File: src/rtl/core/ipv4dp_pkg.sv
// Package for the IPv4 dotted-decimal parser core.
// Holds the beat structs, status codes and character constants.
// No dependencies.
package ipv4dp_pkg;

    localparam logic [7:0] SEP_CHAR = 8'h2E;
    localparam logic [7:0] DIGIT_LO = 8'h30;
    localparam logic [7:0] DIGIT_HI = 8'h39;

    localparam int OCTET_W = 9;
    localparam int PROD_W  = 12;
    localparam logic [OCTET_W-1:0] OCTET_LIMIT = 9'd256;
    localparam logic [1:0] MAX_DOTS = 2'd3;

    localparam logic [1:0] ST_OK            = 2'd0;
    localparam logic [1:0] ST_BAD_CHAR      = 2'd1;
    localparam logic [1:0] ST_TOO_MANY_DOTS = 2'd2;
    localparam logic [1:0] ST_OCTET_RANGE   = 2'd3;

    typedef struct packed {
        logic [7:0] character;
        logic       last_char;
    } in_beat_t;

    typedef struct packed {
        logic [31:0] address;
        logic [1:0]  status;
    } out_beat_t;

endpackage

File: src/rtl/core/ipv4_dotted_decimal_parser_core.sv
// Top level of the IPv4 dotted-decimal parser: input register, parse logic, result register.
// Depends on ipv4dp_pkg.
//
//   channel  direction  handshake             payload
//   in       sink       in_valid / in_ready   in_beat_t  (character, last_char)
//   out      source     out_valid / out_ready out_beat_t (address, status)
//
// One character beat per cycle unless a final beat stalls; each result is registered.
// The state update (multiply by ten, add, shift) sits between the input and state registers.
// Reset clears the handshake and parse state; no clearing pass.
// A final beat waits in the input register while an untaken result holds the output register;
// non-final beats keep flowing.
module ipv4_dotted_decimal_parser_core
    import ipv4dp_pkg::*;
(
    input  logic      clk,
    input  logic      rst_n,
    input  logic      in_valid,
    output logic      in_ready,
    input  in_beat_t  in_data,
    output logic      out_valid,
    input  logic      out_ready,
    output out_beat_t out_data
);

    logic             in_vld_reg;
    in_beat_t         in_beat_reg;
    logic             out_vld_reg;
    logic             out_vld_next;
    out_beat_t        out_beat_reg;
    out_beat_t        out_beat_next;

    logic [31:0]        packed_reg, packed_next;
    logic [OCTET_W-1:0] octet_reg, octet_next;
    logic [1:0]         dot_reg, dot_next;
    logic [1:0]         err_reg, err_next;

    logic [31:0]        pw_step;
    logic [OCTET_W-1:0] ov_step;
    logic [1:0]         dc_step;
    logic [1:0]         es_step;
    logic [31:0]        pw_fin;
    logic [1:0]         es_fin;
    logic [PROD_W-1:0]  prod;
    logic [3:0]         digit;
    logic               is_digit;
    logic               proc_fire;
    logic               fire_last;

    assign proc_fire = in_vld_reg && (!in_beat_reg.last_char || !out_vld_reg || out_ready);
    assign fire_last = proc_fire && in_beat_reg.last_char;
    assign in_ready  = !in_vld_reg || proc_fire;
    assign out_valid = out_vld_reg;
    assign out_data  = out_beat_reg;

    assign is_digit = (in_beat_reg.character >= DIGIT_LO) && (in_beat_reg.character <= DIGIT_HI);
    assign digit    = 4'(in_beat_reg.character - DIGIT_LO);
    assign prod     = {octet_reg, 3'b000} + {2'b00, octet_reg, 1'b0} + {8'h00, digit};

    always_comb
    begin
        pw_step = packed_reg;
        ov_step = octet_reg;
        dc_step = dot_reg;
        es_step = err_reg;
        if (err_reg == ST_OK)
        begin
            if (in_beat_reg.character == SEP_CHAR)
            begin
                if (octet_reg >= OCTET_LIMIT)
                    es_step = ST_OCTET_RANGE;
                else
                begin
                    pw_step = {packed_reg[23:0], octet_reg[7:0]};
                    if (dot_reg == MAX_DOTS)
                        es_step = ST_TOO_MANY_DOTS;
                    else
                        dc_step = dot_reg + 2'd1;
                end
                ov_step = '0;
            end
            else if (is_digit)
            begin
                if (prod > {3'b000, OCTET_LIMIT})
                    ov_step = OCTET_LIMIT;
                else
                    ov_step = prod[OCTET_W-1:0];
            end
            else
                es_step = ST_BAD_CHAR;
        end

        pw_fin = pw_step;
        es_fin = es_step;
        if (es_step == ST_OK)
        begin
            if (ov_step >= OCTET_LIMIT)
                es_fin = ST_OCTET_RANGE;
            else
                pw_fin = {pw_step[23:0], ov_step[7:0]};
        end
    end

    always_comb
    begin
        packed_next   = packed_reg;
        octet_next    = octet_reg;
        dot_next      = dot_reg;
        err_next      = err_reg;
        out_vld_next  = out_vld_reg && !out_ready;
        out_beat_next = out_beat_reg;
        if (proc_fire)
        begin
            if (in_beat_reg.last_char)
            begin
                packed_next = '0;
                octet_next  = '0;
                dot_next    = '0;
                err_next    = ST_OK;
                out_vld_next = 1'b1;
                out_beat_next.address = (es_fin == ST_OK) ? pw_fin : 32'd0;
                out_beat_next.status  = es_fin;
            end
            else
            begin
                packed_next = pw_step;
                octet_next  = ov_step;
                dot_next    = dc_step;
                err_next    = es_step;
            end
        end
    end

    always_ff @(posedge clk or negedge rst_n)
    begin
        if (!rst_n)
        begin
            in_vld_reg  <= 1'b0;
            out_vld_reg <= 1'b0;
            packed_reg  <= '0;
            octet_reg   <= '0;
            dot_reg     <= '0;
            err_reg     <= ST_OK;
        end
        else
        begin
            if (in_ready)
                in_vld_reg <= in_valid;
            out_vld_reg <= out_vld_next;
            packed_reg  <= packed_next;
            octet_reg   <= octet_next;
            dot_reg     <= dot_next;
            err_reg     <= err_next;
        end
    end

    always_ff @(posedge clk)
    begin
        if (in_ready && in_valid)
            in_beat_reg <= in_data;
        out_beat_reg <= out_beat_next;
    end

`ifndef SYNTHESIS
    a_octet_bound: assert property (@(posedge clk) disable iff (!rst_n)
        octet_reg <= OCTET_LIMIT)
        else $error("octet accumulator above saturation value");

    a_addr_zero_on_err: assert property (@(posedge clk) disable iff (!rst_n)
        out_vld_reg && (out_beat_reg.status != ST_OK) |-> out_beat_reg.address == 32'd0)
        else $error("nonzero address with error status");

    a_clear_after_last: assert property (@(posedge clk) disable iff (!rst_n)
        fire_last |=> (packed_reg == 32'd0) && (octet_reg == '0)
                      && (dot_reg == 2'd0) && (err_reg == ST_OK))
        else $error("parse state not cleared after final beat");

    a_stall_cause: assert property (@(posedge clk) disable iff (!rst_n)
        !in_ready |-> in_vld_reg && in_beat_reg.last_char && out_vld_reg && !out_ready)
        else $error("input stalled without a blocked result");

    a_result_follows: assert property (@(posedge clk) disable iff (!rst_n)
        fire_last |=> out_vld_reg)
        else $error("final beat produced no result");
`endif

endmodule

File: config.mk
export PLATFORM = sky130hd
export DESIGN_NAME = ipv4_dotted_decimal_parser_core
export DESIGN_NICKNAME = d
export VERILOG_FILES = /design/src/rtl/core/ipv4dp_pkg.sv /design/src/rtl/core/ipv4_dotted_decimal_parser_core.sv
export SDC_FILE = /design/constraint.sdc
export NUM_CORES = 1
export LEC_CHECK = 0
export BUFFER_PORTS_ARGS = -buffer_cell sky130_fd_sc_hd__buf_2
export CAP_MARGIN = 30
export CORE_MARGIN = 1.5
export CORE_UTILIZATION = 58
export DETAILED_ROUTE_END_ITERATION = 10
export PLACE_DENSITY_LB_ADDON = 0.25
export SLEW_MARGIN = 20
export SYNTH_ARGS = -nofsm -noshare
export SYNTH_HDL_FRONTEND = slang
export SYNTH_SLANG_ARGS = --single-unit
File: constraint.sdc
create_clock -name clk -period 3.8 [get_ports clk]
set_input_delay 0.76 -clock clk [delete_from_list [all_inputs] [get_ports clk]]
set_output_delay 0.76 -clock clk [all_outputs]
set_load 0.1 [all_outputs]
==> summary.txt <==
Outcome
  • Status: completed

Synth
  • Syn nets: 394
  • Avg Inst Size Synth: 11.26 um^2
  • Top-area cell type share of the netlist area: 0.3177
  • Count leader, synth: nand2_1
  • Post-synth EDFFs: 43
  • Mapped Cells: 361
  • Most used DFF post-synth: edfxtp_1
  • Post-synth top cells: nand2_1 (68), edfxtp_1 (43), dfrtp_1 (39), a22o_1 (24), nor2_1 (22)
  • Async SR Flop Fraction: 0.4756
  • Seq cells post-synth: 82
  • Synth warn: 0
  • Sequential share of the synthesized area: 0.5579
  • Cell accounting for the most synthesized area: edfxtp_1
  • Netlist Area Pre-Place: 0.004064 mm^2
  • Synth top area cells: edfxtp_1 (32%), dfrtp_1 (24%), nand2_1 (6.3%)
  • Post-synthesis cell type count: 50

Place
  • Gpl congestion: 0.8949
  • DP Worst Slack: 0.4857 ns
  • # port buffers: 48
  • Dpl cell area: 0.004388 mm^2
  • DP HPWL: 5600 um

Finish
  • Layout cells sized above 1: 0.2530
  • Layout Area Growth over Synthesis: 13.49%
  • Post-route cell area: 0.004612 mm^2
  • Diode count: 0
  • Number of flip-flops in the largest register: 34
  • Fillers: 501
  • Layout Nets: 443

Timing
  • Final period util: 0.8776
  • Slew headroom: 0.5794
  • Max Clk Rate: 299.8 MHz
  • Hold Slack: 0.2509 ns
  • Max-slew violations: 0
  • Transition time of the tightest slew-check pin: 0.6267 ns
  • Final Hold Fails: 0
  • Setup-failing EPs final: 0
  • Clock skew: 0.01322 ns
  • Setup Total Neg Slack: 0 ns
  • Final setup margin: 0.4650 ns
  • RSZ-0062 raised after global routing: no
  • Final min period: 3.335 ns

Worst setup path
  • R2r setup slk: 0.46 ns
  • Setup crit end: out_data[12]
  • Origin of the worst setup path: octet_reg[0]
  • R2r endpoint: out_data[12]
  • R2R depth: 11
  • Startpoint type of the worst setup path: flip-flop
  • R2R Path Start: octet_reg[0]
  • Worst Setup End Kind: flip-flop
  • Worst Path Class, Setup: flip-flop to flip-flop
  • CP Data Required Time: 3.92 ns
  • Worst EP arrival: 3.46 ns
  • Worst Path Max Fanout: 26

Floorplan
  • IO Count: 49
  • Chip height: 86.71 um
  • Die X-Extent: 86.71 um
  • Core area: 0.006794 mm^2
  • Initial Utilization: 0.5982
  • Die Area: 0.007518 mm^2
  • FP Rows: 30

Pwr
  • PwrDens: 391.8 mW/mm^2
  • Peak supply drop: 0.2178 mV
  • Leakage: 1.850 nW

CTS
  • Reg clk slew, reported paths: 0.09 ns
  • Max H-tree Level: 3
  • Setup Buffers After CTS: 0
  • CTS tree: yes
  • CTS Buf Count: 9
  • Cts hold-fix bufs: 0
  • CTS-repair resized insts: 0
  • CTS max path bufs: 2
  • Sinks on Clock Net: 82
  • Root Driver: clkbuf_8
  • Clock latency on the worst-skew pair: 0.37 ns

Min path
  • Hold WC Path Type: input pin to async pin

Routing
  • Number of iterations in the first detailed-routing pass: 5
  • ANT nets after route: 0
  • WL/cell: 16.08 um
  • Via Count: 2940
  • Final wirelength: 8215 um
  • Vias per std cell: 5.753
  • Initial DRC Count: 213
  • DRC Markers: 0

Global routing
  • First-pass GRT wire length: 13150 um
  • Gr ovfl total: 0
  • Largest net degree at the start of global routing: 40
  • Initial antenna violation count: 0
  • Tot GR Track Use: 0.2329
  • Vias in the first global route: 2633

Run
  • Max Cap Viol: 0
## critical path, stage by stage (launching register included)
cell       delay [ns]
dfrtp_1          0.46
fa_1             0.59
inv_1            0.07
fa_1             0.45
nand2b_1         0.19
a211oi_2         0.29
o21ai_2          0.11
xnor2_1          0.38
a2111oi_4        0.10
o21ai_4          0.17
buf_12           0.22
a21oi_1          0.07
## layout by cell type (no fill, tap or decap), types with 3 or more instances in the layout
cell / netlist / layout
a21o_1: 3 / 3
a21oi_1: 14 / 14
a21oi_2: 21 / 21
a22o_1: 24 / 24
buf_2: 0 / 48
buf_4: 0 / 4
clkbuf_8: 0 / 9
clkinvlp_4: 0 / 3
dfrtp_1: 39 / 39
edfxtp_1: 43 / 43
ha_1: 18 / 18
inv_1: 11 / 11
nand2_1: 68 / 68
nand2b_1: 6 / 6
nand3_1: 6 / 6
nand4_1: 4 / 4
nor2_1: 22 / 22
nor3_1: 3 / 3
o21ai_0: 20 / 19
o21ai_1: 2 / 3
xnor2_1: 3 / 3
## how the worst min path moves through the flow
| stage | startpoint | endpoint | slack, ns | cells past startpoint |
|---|---|---|---|---|
| 2_1_floorplan | rst_n | dot_reg[0] | 0.46 | 0 |
| 3_3_place_gp | dot_reg[1] | dot_reg[1] | 0.49 | 1 |
| 3_5_place_dp | packed_reg[21] | packed_reg[21] | 0.49 | 1 |
| 4_1_cts | rst_n | packed_reg[16] | 0.52 | 1 |
| 5_1_grt | rst_n | packed_reg[17] | 0.25 | 1 |
| 6_report | rst_n | packed_reg[18] | 0.25 | 1 |
## per-stage QoR
| stage | util | instances | total power [mW] |
|---|---|---|---|
| after floorplan | - | 361 | 1.175 |
| after global placement | 0.6459 | 493 | 1.221 |
| after detailed placement | 0.6459 | 493 | 1.224 |
| after CTS | 0.6737 | 509 | 1.812 |
| after global routing | 0.6788 | 511 | 1.868 |
| final | 0.6788 | 511 | 1.807 |
## per-layer routing
layer	global-route usage	up-vias	part of all wire
met5	0	-	0
met4	0.08944	0	0.017
met3	0.04476	11	0.043
met2	0.3651	93	0.49
met1	0.3238	1433	0.45
li1	-	1403	-
## cells by family (layout without fill, tap and decap cells)
group	count (synthesis)	after routing	share of synthesized area
AOI/OAI and AO/OA	94	94	0.1773
DFF	82	82	0.5579
adders and majority gates	20	20	0.06527
buffers and inverters	28	82	0.03140
and+or+nand+nor	130	130	0.1521
muxes	2	2	0.005234
xor gates and xnor gates	5	5	0.01078
## where the power goes
group	switching, mW	internal, mW	leakage [nW]
Sequential	0.0192	0.966	0.951
Combinational	0.180	0.0414	0.814
Clock	0.354	0.247	0.0848
## layout make-up
type / instances / area [um^2] / share of cell area
clock inverter: 7 / 65.06 / 0.01411
inverter: 11 / 41.29 / 0.008953
clock buffer: 9 / 123.9 / 0.02686
timing repair buffer: 55 / 325.3 / 0.07054
tap: 96 / 120.1 / 0.02604
multi-input combinational: 251 / 1669 / 0.3619
sequential: 82 / 2267 / 0.4916
No activity file was read; power rests on OpenSTA's default activity.
